[src/design/rmj_pkg.sv]
package rmj_pkg;

    localparam int FRAC_BITS = 16;
    localparam int XW        = 32;
    localparam int LIM_W     = 16;
    localparam int SQ_W      = 66;
    localparam int ROOT_W    = 32;
    localparam int QW        = 32;
    localparam int DEN_W     = 96;
    localparam int NUM_W     = 96 + FRAC_BITS;
    localparam int CMP_W     = DEN_W + QW;
    localparam int LANES     = 6;
    localparam int NCELL     = 32;

    localparam int L_RANGE_PX   = 0;
    localparam int L_RANGE_PY   = 1;
    localparam int L_BEARING_PX = 2;
    localparam int L_BEARING_PY = 3;
    localparam int L_RATE_PX    = 4;
    localparam int L_RATE_PY    = 5;

    localparam logic [LIM_W-1:0] LIMIT_RESET = LIM_W'(7);
    localparam logic [QW-1:0]    ONE_FIX     = QW'(1) << FRAC_BITS;
    localparam logic [QW-1:0]    SAT_POS     = {1'b0, {(QW-1){1'b1}}};
    localparam logic [QW-1:0]    SAT_NEG     = {1'b1, {(QW-1){1'b0}}};

    typedef struct packed {
        logic              sx;
        logic              sy;
        logic [XW-1:0]     mx;
        logic [XW-1:0]     my;
        logic              cneg;
        logic [63:0]       cmag;
        logic [63:0]       c1;
        logic              near;
        logic [SQ_W-1:0]   rem;
        logic [ROOT_W-1:0] root;
    } sq_t;

    typedef struct packed {
        logic [LANES-1:0][NUM_W-1:0] rem;
        logic [LANES-1:0][DEN_W-1:0] den;
        logic [LANES-1:0]            neg;
        logic [LANES-1:0][QW-1:0]    q;
        logic                        near;
    } dv_t;

endpackage

[src/design/rmj_sqrt_cell.sv]
module rmj_sqrt_cell (
    input  logic          clk,
    input  logic          rst_n,
    input  logic          adv,
    input  logic [4:0]    bit_idx,
    input  logic          in_valid,
    input  rmj_pkg::sq_t  in_data,
    output logic          out_valid,
    output rmj_pkg::sq_t  out_data
);

    logic [rmj_pkg::SQ_W-1:0] trial;
    logic                     ge;
    logic                     valid_reg;
    rmj_pkg::sq_t             data_reg;
    rmj_pkg::sq_t             data_next;

    // trial = 2*root*2^j + 4^j, root bits below j still zero
    always_comb
    begin
        trial = (rmj_pkg::SQ_W'(in_data.root) << (6'(bit_idx) + 6'd1))
              + (rmj_pkg::SQ_W'(1) << {bit_idx, 1'b0});
        ge = in_data.rem >= trial;
        data_next = in_data;
        if (ge)
        begin
            data_next.rem  = in_data.rem - trial;
            data_next.root = in_data.root | (rmj_pkg::ROOT_W'(1) << bit_idx);
        end
    end

    always_ff @(posedge clk or negedge rst_n)
    begin
        if (!rst_n)
            valid_reg <= 1'b0;
        else if (adv)
            valid_reg <= in_valid;
    end

    always_ff @(posedge clk)
    begin
        if (adv)
            data_reg <= data_next;
    end

    assign out_valid = valid_reg;
    assign out_data  = data_reg;

endmodule

[config.mk]
export PLATFORM = sky130hd
export DESIGN_NAME = rmj_sqrt_cell
export DESIGN_NICKNAME = d
export VERILOG_FILES = /design/src/design/rmj_pkg.sv /design/src/design/rmj_sqrt_cell.sv
export SDC_FILE = /design/constraint.sdc
export NUM_CORES = 1
export LEC_CHECK = 0
export BUFFER_PORTS_ARGS = -buffer_cell sky130_fd_sc_hd__buf_4
export CELL_PAD_IN_SITES_DETAIL_PLACEMENT = 0
export CELL_PAD_IN_SITES_GLOBAL_PLACEMENT = 1
export CORE_AREA = 2 2 235 237
export CTS_CLUSTER_SIZE = 28
export DETAILED_ROUTE_END_ITERATION = 16
export DIE_AREA = 0 0 237 239
export GPL_TIMING_DRIVEN = 0
export PLACE_DENSITY_LB_ADDON = 0.1
export SLEW_MARGIN = 20
export SYNTH_ARGS = -nofsm -noshare
export SYNTH_HDL_FRONTEND = slang
export SYNTH_SLANG_ARGS = --single-unit
[constraint.sdc]
create_clock -name clk -period 0.9 [get_ports clk]
set_input_delay 0.09 -clock clk [delete_from_list [all_inputs] [get_ports clk]]
set_output_delay 0.09 -clock clk [all_outputs]
set_load 0.02 [all_outputs]
==> results of run 1 <==
[flip-flops by register name (all words and copies together), names as in the netlist]
name and flops:
out_data 294, out_valid 1
[placed cells by master (no fill, tap or decap), drive strengths merged, types with 11 or more instances in the layout]
master and n:
nor2 171, o31ai 19, and2 21, edfxtp 294
a21oi 125, a31o 12, nand2 185, nand3 40
o21ai 160, nand2b 15, o21bai 47, a31oi 20
nand4 27, a211oi 13, inv 53, xnor2 65
dlygate4sd3 296, xor2 48, o21a 14, nor3 27
clkbuf 93, mux4 18, and3 19, o211ai 11
or2 18, ha 105, a21o 65, mux2i 57
nor2b 16, o22ai 24, clkinv 13, buf 782
mux2 45
[report_power, final]
| group | internal [W] | total (W) | switching (W) |
|---|---|---|---|
| clock | 0.00775 | 0.0134 | 0.00568 |
| combinational | 0.0117 | 0.0257 | 0.0140 |
| sequential | 0.0170 | 0.0178 | 0.000768 |
| total | 0.0365 | 0.0569 | 0.0204 |
[worst max path at each step]
stage,slack (ns),to
4_1_cts,-5.86,out_data[94]
2_1_floorplan,-5.76,out_data[21]
3_5_place_dp,-8.71,out_data[39]
6_report,-5.98,out_data[69]
5_1_grt,-6.16,out_data[94]
3_3_place_gp,-8.91,out_data[39]
[layout make-up]
type / count / area, um^2
repair buffers: 1051 / 10100
clock inverters: 15 / 148
clock buffers: 44 / 910
plain buffers: 78 / 777
inverters: 53 / 213
well taps: 704 / 881
diodes: 3 / 7.51
flip-flops and latches: 295 / 8850
fillers: 4326 / 20000
multi-input cells: 1524 / 12400
[layer usage]
| layer | track usage [%] | vias up |
|---|---|---|
| li1 | - | 9630 |
| met1 | 41.0 | 10400 |
| met2 | 56.1 | 786 |
| met3 | 4.82 | 161 |
| met4 | 10.6 | 2 |
| met5 | 0 | - |
[timing repair]
item,CTS,global route
gates resized for setup,680,134
hold endpoints to repair,295,0
buffers inserted,120,27
endpoints found under the setup margin,596,445
cloned,13,1
hold buffers,296,0
pin swaps,136,45
[kinds of logic (layout without fill, tap and decap cells)]
| group | after synthesis | after routing | synth area share [%] |
|---|---|---|---|
| AO/OA/AOI/OAI | 607 | 607 | 20.0 |
| AND/OR/NAND/NOR | 578 | 578 | 13.6 |
| flip-flops | 295 | 295 | 43.8 |
| buffers and inverters | 160 | 1241 | 3.54 |
| multiplexers | 120 | 120 | 7.48 |
| XOR/XNOR | 113 | 113 | 5.06 |
| adder cells (fa/ha/maj) | 106 | 106 | 6.59 |
| other | 0 | 3 | 0 |
[stage by stage]
step	instance area, um^2	utilization (%)
2_1_floorplan	20500	-
6_report	34300	63.1
3_5_place_dp	25900	47.7
3_3_place_gp	25900	47.6
4_1_cts	33600	61.9
5_1_grt	34300	63.1
==> summary.txt, run 1 <==
Status
  – Status: complete, but fails checks
  – Failing checks: negative hold slack, negative setup slack

Place
  – Placed Instances: 3280
  – Placement Setup Slack: -8.71 ns
  – HPWL after DPL: 68100 um
  – I/O Buffers: 595
  – Gpl congestion: 0.963

CTS
  – H-tree levels: 2
  – Longest Clk Path Bufs: 3
  – CTS root buffer: clkbuf_16
  – CTS tree: done
  – Clock latency on the worst-skew pair: 0.54 ns
  – CTS Buf Count: 34
  – Clk sink count: 295
  – Clk pin slew, worst setup/hold paths: 0.06 ns

Yosys
  – Fraction of registers with async set/reset: 0.339%
  – Post-synthesis sequential area ratio: 43.8%
  – Most common flop cell mapped by yosys: edfxtp_1
  – Synth top area cells: edfxtp_1, ha_1, o21ai_0
  – Most frequent cell after synthesis: edfxtp_1
  – Synth Net Count: 2388
  – Avg Cell Area, Syn: 10.2 um^2
  – Cell taking the most area after synthesis: edfxtp_1
  – Post-synth EDFFs: 294
  – Post-synthesis cell count: 1979
  – Top cell type's share of synthesized area: 43.6%
  – Cell Area, Synth: 20200 um^2
  – Seq cells post-synth: 295
  – Commonest cells in the netlist: edfxtp_1, nand2_1, nor2_1
  – Synth cell types: 105
  – Synth Warn #: 0

Timing
  – Slack of the critical path: -5.98 ns
  – Fin. max-slew vios: 0
  – Worst-margin pin slew: 0.968 ns
  – Setup Skew: 0 ns
  – Peak Freq: 0.145 GHz
  – Min cycle time layout: 6.88 ns
  – TNS Setup: -651.94 ns
  – Number of setup violations in the final report: 393
  – Worst hold slack: -0.00577 ns
  – Period Utilization, post-route: 765%
  – Unrepaired setup endpoints after global routing: yes
  – Fin. Hold Viols: 3
  – Relative slew slack: 35.4%

Global route
  – All-layer global routing usage: 32.2%
  – Vias in the first global route: 21100
  – Largest net degree at the start of global routing: 97
  – GRT overflow: 0
  – First-pass GRT wire length: 137000 um
  – Initial antenna violation count: 6

Critical path
  – R2r worst-path depth: 1
  – Crit end category: register
  – Critical path's largest stage delay: 0.41 ns
  – R2r endpoint: out_valid
  – CP max-delay cell: or3_4
  – Worst r2r src: out_valid
  – Crit-path leading delay family: buffers and inverters
  – Critical Path AT: 7.17 ns
  – Worst Path Buf+Inv: 14
  – WP data required: 1.19 ns
  – Crit path max fanout: 10
  – R2R Setup Slk: 0.13 ns
  – Crit path from: bit_idx[1]
  – WP depth: 38
  – Worst setup path class: primary input to register
  – Type of origin of the critical path: primary input

Drt
  – Drt wl/cell: 25.0 um
  – Via Count: 21000
  – DRC: 0
  – Met2 WL: 46500 um
  – Iteration-0 DRC Markers: 1629
  – Via density: 5.58
  – Antenna Nets Post-Route: 0
  – Met1 Wirelength: 38800 um
  – Highest metal layer with signal wires: met5
  – Routed wl met3: 5740 um
  – Drt pass-1 iters: 5
  – Drt total wl: 94300 um

Cells and area
  – Nets@finish: 3446
  – Layout cells sized above 1: 40.5%
  – Non-filler instance count after layout: 3767
  – Area grow syn2layout: 69.5%

Floorplan
  – Die ar.: 56600 um^2
  – Ports: 598
  – FP Rows: 86
  – Die height: 239 um
  – Core area: 54300 um^2
  – Starting Density: 37.2%
  – Die W: 237 um

Power
  – Final Power: 0.0569 W
  – Peak supply drop: 1340 uV
  – P_leak: 14.1 nW
  – Total power density per cell area: 1660 nW/um^2

Hold path
  – Hold Crit Class: primary input to register
  – Hold depth: 1
  – Hold Path Sink: out_data[89]
  – Hold Crit Start: adv

Job
  – Maximum capacitance violations: 0
Power figures use the tool's default switching activity.
==> run 2: changes to the inputs <==
- RECOVER_POWER: default -> 25
==> run 2 against run 1 <==
Effect of this change: the run ends with negative setup slack left; largest power group unchanged; core utilization is essentially flat; sequential power is essentially flat; register-to-register slack is essentially flat; count of clock-buffer cells in the layout is the same; wire length shrank 0.20%; worst hold slack gained 0.025 ns.
==> summary.txt, run 2 (same netlist as run 1, synthesis figures left out) <==
Status
  – Status: complete, but fails checks
  – Failing checks: negative setup slack

Global route
  – Initial antenna violation count: 6
  – Met1 GRT Util: 41.0%
  – All-layer global routing usage: 32.2%
  – First-pass GRT wire length: 137000 um
  – Met2 usage: 56.1%
  – GRT overflow: 0
  – Largest net degree at the start of global routing: 97
  – Gr busiest metal: met2
  – M3 GR Usage: 4.82%
  – Vias in the first global route: 21100

Hold path
  – Hold Crit Class: primary input to register

Floorplan
  – Die ar.: 56600 um^2
  – Core area: 54300 um^2
  – Starting Density: 37.2%
  – Die W: 237 um
  – FP Rows: 86
  – Ports: 598
  – Die height: 239 um

Power
  – Switching pwr: 0.0204 W
  – Flop pwr share: 31.3%
  – Final Power: 0.0568 W
  – Clock group share of total power: 23.6%
  – Total power density per cell area: 1660 nW/um^2
  – Combinational power share: 45.1%
  – Peak supply drop: 1350 uV
  – Sw frac: 35.8%
  – Internal cell power: 0.0365 W
  – P_leak: 14.1 nW

Drt
  – Iteration-0 DRC Markers: 1598
  – Via density: 5.57
  – Via Count: 21000
  – Drt pass-1 iters: 5
  – Drt total wl: 94100 um
  – DRC: 0
  – Drt wl/cell: 25.0 um
  – Antenna Nets Post-Route: 0

Cells and area
  – Layout cells sized above 1: 40.5%
  – Final Util: 63.1%
  – Fillers: 4328
  – Commonest non-fill, non-tap cell in the layout: buf_4
  – Non-filler instance count after layout: 3767
  – Area grow syn2layout: 69.4%
  – Nets@finish: 3446
  – Register Area: 8850 um^2
  – Multi-input logic area: 12400 um^2
  – Max reg flops: 294
  – Leading cell types in the layout, fill and taps excluded: buf_4, buf_6, dlygate4sd3_1, edfxtp_1, nor2_1

CTS
  – Clock latency on the worst-skew pair: 0.54 ns
  – CTS root buffer: clkbuf_16
  – CTS tree: done
  – Clk sink count: 295
  – H-tree levels: 2
  – Longest Clk Path Bufs: 3
  – Clk pin slew, worst setup/hold paths: 0.06 ns
  – CTS Buf Count: 34

Critical path
  – Type of origin of the critical path: primary input
  – Worst setup path class: primary input to register
  – CP max-delay cell: or4_4
  – WP data required: 1.19 ns
  – R2R Setup Slk: 0.13 ns
  – Crit end category: register
  – Critical path's largest stage delay: 0.62 ns
  – Crit path max fanout: 10
  – CP dominant cell by count: buf_4
  – Critical Path AT: 7.15 ns

Timing
  – Slack of the critical path: -5.97 ns
  – Fin. max-slew vios: 0
  – Min cycle time layout: 6.87 ns
  – Number of setup violations in the final report: 596
  – Relative slew slack: 31.9%
  – Worst-margin pin slew: 1.02 ns
  – TNS Setup: -687.76 ns
  – Setup Skew: 0 ns
  – Worst hold slack: 0.0188 ns
  – Fin. Hold Viols: 0
  – Unrepaired setup endpoints after global routing: yes
  – Period Utilization, post-route: 763%
  – Peak Freq: 0.146 GHz

Job
  – Maximum capacitance violations: 0

Place
  – Gpl congestion: 0.963
  – Placed Instances: 3280
  – HPWL after DPL: 68100 um
  – I/O Buffers: 595
[run 2: power by group through the flow]
stage | Clock (W) | Combinational, W | Sequential (W)
after floorplan | 0 | 0.00977 | 0.0196
after global placement | 0 | 0.0195 | 0.0178
after detailed placement | 0 | 0.0195 | 0.0177
after CTS | 0.0137 | 0.0245 | 0.0178
after global routing | 0.0142 | 0.0271 | 0.0179
final | 0.0134 | 0.0256 | 0.0178
[run 2: metal layers]
metal / wire (um) / share of wire, %
met5: 8 / 0.0085
met4: 3320 / 3.5
met3: 5510 / 5.9
met2: 46300 / 49
met1: 38900 / 41
[run 2: layout make-up]
| type | count | share of cell area, % |
|---|---|---|
| timing repair buffer | 1051 | 29.5 |
| clock buffer | 44 | 2.65 |
| buffer | 78 | 2.27 |
| inverter | 53 | 0.621 |
| antenna | 3 | 0.0219 |
| tap | 704 | 2.57 |
| multi-input combinational | 1524 | 36.1 |
| clock inverter | 15 | 0.431 |
| sequential | 295 | 25.8 |
[run 2: path summary, 6_finish.rpt]
kind	startpoint	end	cells past startpoint
max in group asynchronous	rst_n	out_valid	3
min reg2reg	out_valid	out_valid	1
max	bit_idx[1]	out_data[69]	34
min	in_data[97]	out_data[97]	3
max reg2reg	out_valid	out_valid	1
min in group asynchronous	rst_n	out_valid	3
[run 2: through the flow]
stage | instance area [um^2] | setup slack (ns)
2_1_floorplan | 20500 | -5.76
3_3_place_gp | 25900 | -8.91
3_5_place_dp | 25900 | -8.71
4_1_cts | 33600 | -5.86
5_1_grt | 34300 | -6.16
6_report | 34300 | -5.97
[run 2: repair_timing]
item | in CTS | in global routing
hold buffers | 296 | 0
setup endpoints to repair | 596 | 445
pin swaps | 136 | 45
buffers inserted | 120 | 27
hold endpoints to repair | 295 | 0
gates resized for setup | 680 | 134
gates cloned | 13 | 1
[run 2: critical path, delay by kind of cell]
kind	cells	cell delay, ns
and+or+nand+nor	10	2.26
AOI/OAI and AO/OA	9	1.50
buffers and inverters	11	2.07
adders and majority gates	3	0.81
xor gates and xnor gates	1	0.38
==> run 3: changes to the inputs <==
- HOLD_SLACK_MARGIN: default -> 0.15
==> run 3 against run 2 <==
Effect of this change: the run still ends with negative setup slack left; setup slack lost 0.028 ns; die area is the same; sequential share of layout area up 0.11 points; largest cell class unchanged; core utilization fell by 0.26 points; largest power group unchanged; cell area shrank 0.41%; highest routed layer unchanged; critical endpoint unchanged.
==> summary.txt, run 3 (same netlist as run 1, synthesis figures left out) <==
Timing
  – Setup Skew: 0 ns
  – Worst-margin pin slew: 1.03 ns
  – Fin. Hold Viols: 0
  – Number of setup violations in the final report: 596
  – Unrepaired setup endpoints after global routing: yes
  – Period Utilization, post-route: 766%
  – Min cycle time layout: 6.89 ns
  – Fin. max-slew vios: 0
  – Relative slew slack: 31.5%
  – Slack of the critical path: -5.99 ns
  – Peak Freq: 0.145 GHz

Critical path
  – CP dominant cell by count: buf_12
  – CP max-delay cell: a311oi_4
  – Crit end category: register
  – WP data required: 1.19 ns
  – R2R Setup Slk: 0.13 ns
  – Type of origin of the critical path: primary input
  – Critical Path AT: 7.18 ns
  – Crit path max fanout: 8
  – R2r worst-path depth: 1
  – Worst r2r src: out_valid
  – Crit path from: bit_idx[0]
  – Critical path's largest stage delay: 0.48 ns
  – R2r endpoint: out_valid
  – Worst setup path class: primary input to register

Drt
  – Via Count: 21100
  – Iteration-0 DRC Markers: 1686
  – Via density: 5.59
  – DRC: 0
  – Drt total wl: 93900 um
  – Drt pass-1 iters: 6
  – Antenna Nets Post-Route: 0
  – Drt wl/cell: 24.9 um

Status
  – Status: complete, but fails checks
  – Failing checks: negative setup slack

Floorplan
  – Die ar.: 56600 um^2
  – Starting Density: 37.2%
  – Die height: 239 um
  – Ports: 598
  – Die W: 237 um
  – FP Rows: 86
  – Core area: 54300 um^2

Global route
  – Largest net degree at the start of global routing: 97
  – GRT overflow: 0
  – Initial antenna violation count: 7
  – Vias in the first global route: 21100
  – All-layer global routing usage: 32.2%
  – First-pass GRT wire length: 137000 um

Job
  – Maximum capacitance violations: 0

Place
  – Gpl congestion: 0.963
  – HPWL after DPL: 68100 um
  – Placed cell area: 25900 um^2
  – I/O Buffers: 595

CTS
  – Clk pin slew, worst setup/hold paths: 0.06 ns
  – Clk sink count: 295
  – CTS Hold Bufs: 297
  – CTS Buf Count: 34
  – Clock latency on the worst-skew pair: 0.54 ns
  – Longest Clk Path Bufs: 3
  – H-tree levels: 2
  – CTS root buffer: clkbuf_16
  – CTS tree: done

Cells and area
  – Max reg flops: 294
  – Fillers: 4342
  – Commonest non-fill, non-tap cell in the layout: buf_4
  – Area grow syn2layout: 68.7%
  – Layout cells sized above 1: 40.0%
  – Post-route cell area: 34100 um^2
  – Leading cell types in the layout, fill and taps excluded: buf_4, buf_6, dlygate4sd3_1, edfxtp_1, nor2_1
  – Nets@finish: 3445

Power
  – Final Power: 0.0567 W
  – Peak supply drop: 1340 uV
  – Total power density per cell area: 1660 nW/um^2
  – P_leak: 14.0 nW

Hold path
  – Hold Path Sink: out_data[89]
  – Hold Crit Start: adv
  – Hold depth: 1
  – Hold Crit Class: primary input to register
[run 3: changes by cell type in the layout (fill, tap and decap cells not counted), sizes merged]
cell / delta
dlygate4sd3: +1
clkbuf: -12
buf: +10
[run 3: repair_timing]
| item | CTS | global route |
|---|---|---|
| cloned | 13 | 1 |
| setup endpoints to repair | 596 | 445 |
| endpoints found under the hold margin | 388 | 92 |
| buffers inserted | 120 | 21 |
| pin swaps | 136 | 50 |
| gates resized for setup | 680 | 93 |
[run 3: routing by layer]
metal / track usage (%) / part of all wire [%] / up-vias
li1: - / - / 9632
met1: 41.0 / 41 / 10400
met2: 55.9 / 49 / 888
met3: 4.83 / 6.4 / 174
met4: 10.8 / 3.6 / 4
met5: 0 / 0.025 / -
[run 3: cell type report]
class | count | area [um^2] | share of cell area (%)
multi-input combinational | 1524 | 12300 | 35.9
sequential | 295 | 8850 | 25.9
clock inverter | 15 | 148 | 0.433
timing repair buffer | 1046 | 10000 | 29.4
inverter | 53 | 213 | 0.623
antenna | 3 | 7.51 | 0.0220
clock buffer | 44 | 910 | 2.66
tap | 704 | 881 | 2.58
buffer | 82 | 838 | 2.46
[run 3: through the flow]
stage	hold WS (ns)	utilization [%]	std cells	setup WS (ns)	setup TNS, ns
floorplan	-0.206	-	1979	-5.76	-558.19
global placement	-0.134	47.6	3278	-8.91	-1537.95
detailed placement	-0.131	47.7	3280	-8.71	-981.84
CTS	0.00515	61.9	3746	-5.86	-646.20
global route	0.200	62.8	3766	-6.20	-732.82
finish	0.138	62.8	3766	-5.99	-689.72
[run 3: where the power goes]
part           leakage (nW)  switching, W  internal (W)
sequential             2.89      0.000765        0.0170
combinational          10.6        0.0138        0.0116
clock                 0.514       0.00568       0.00775
[run 3: how the worst max path moves through the flow]
stage	endpoint	depth (start not counted)
after floorplan	out_data[21]	39
after global placement	out_data[39]	33
after detailed placement	out_data[39]	37
after CTS	out_data[94]	43
after global routing	out_data[95]	42
final	out_data[69]	41
[run 3: critical path, delay by kind of cell]
family	cells	cell delay [ns]
AND/OR/NAND/NOR	11	2.03
buffers and inverters	15	1.98
XOR/XNOR	1	0.12
adder cells (fa/ha/maj)	3	0.88
AO/OA/AOI/OAI	11	2.04
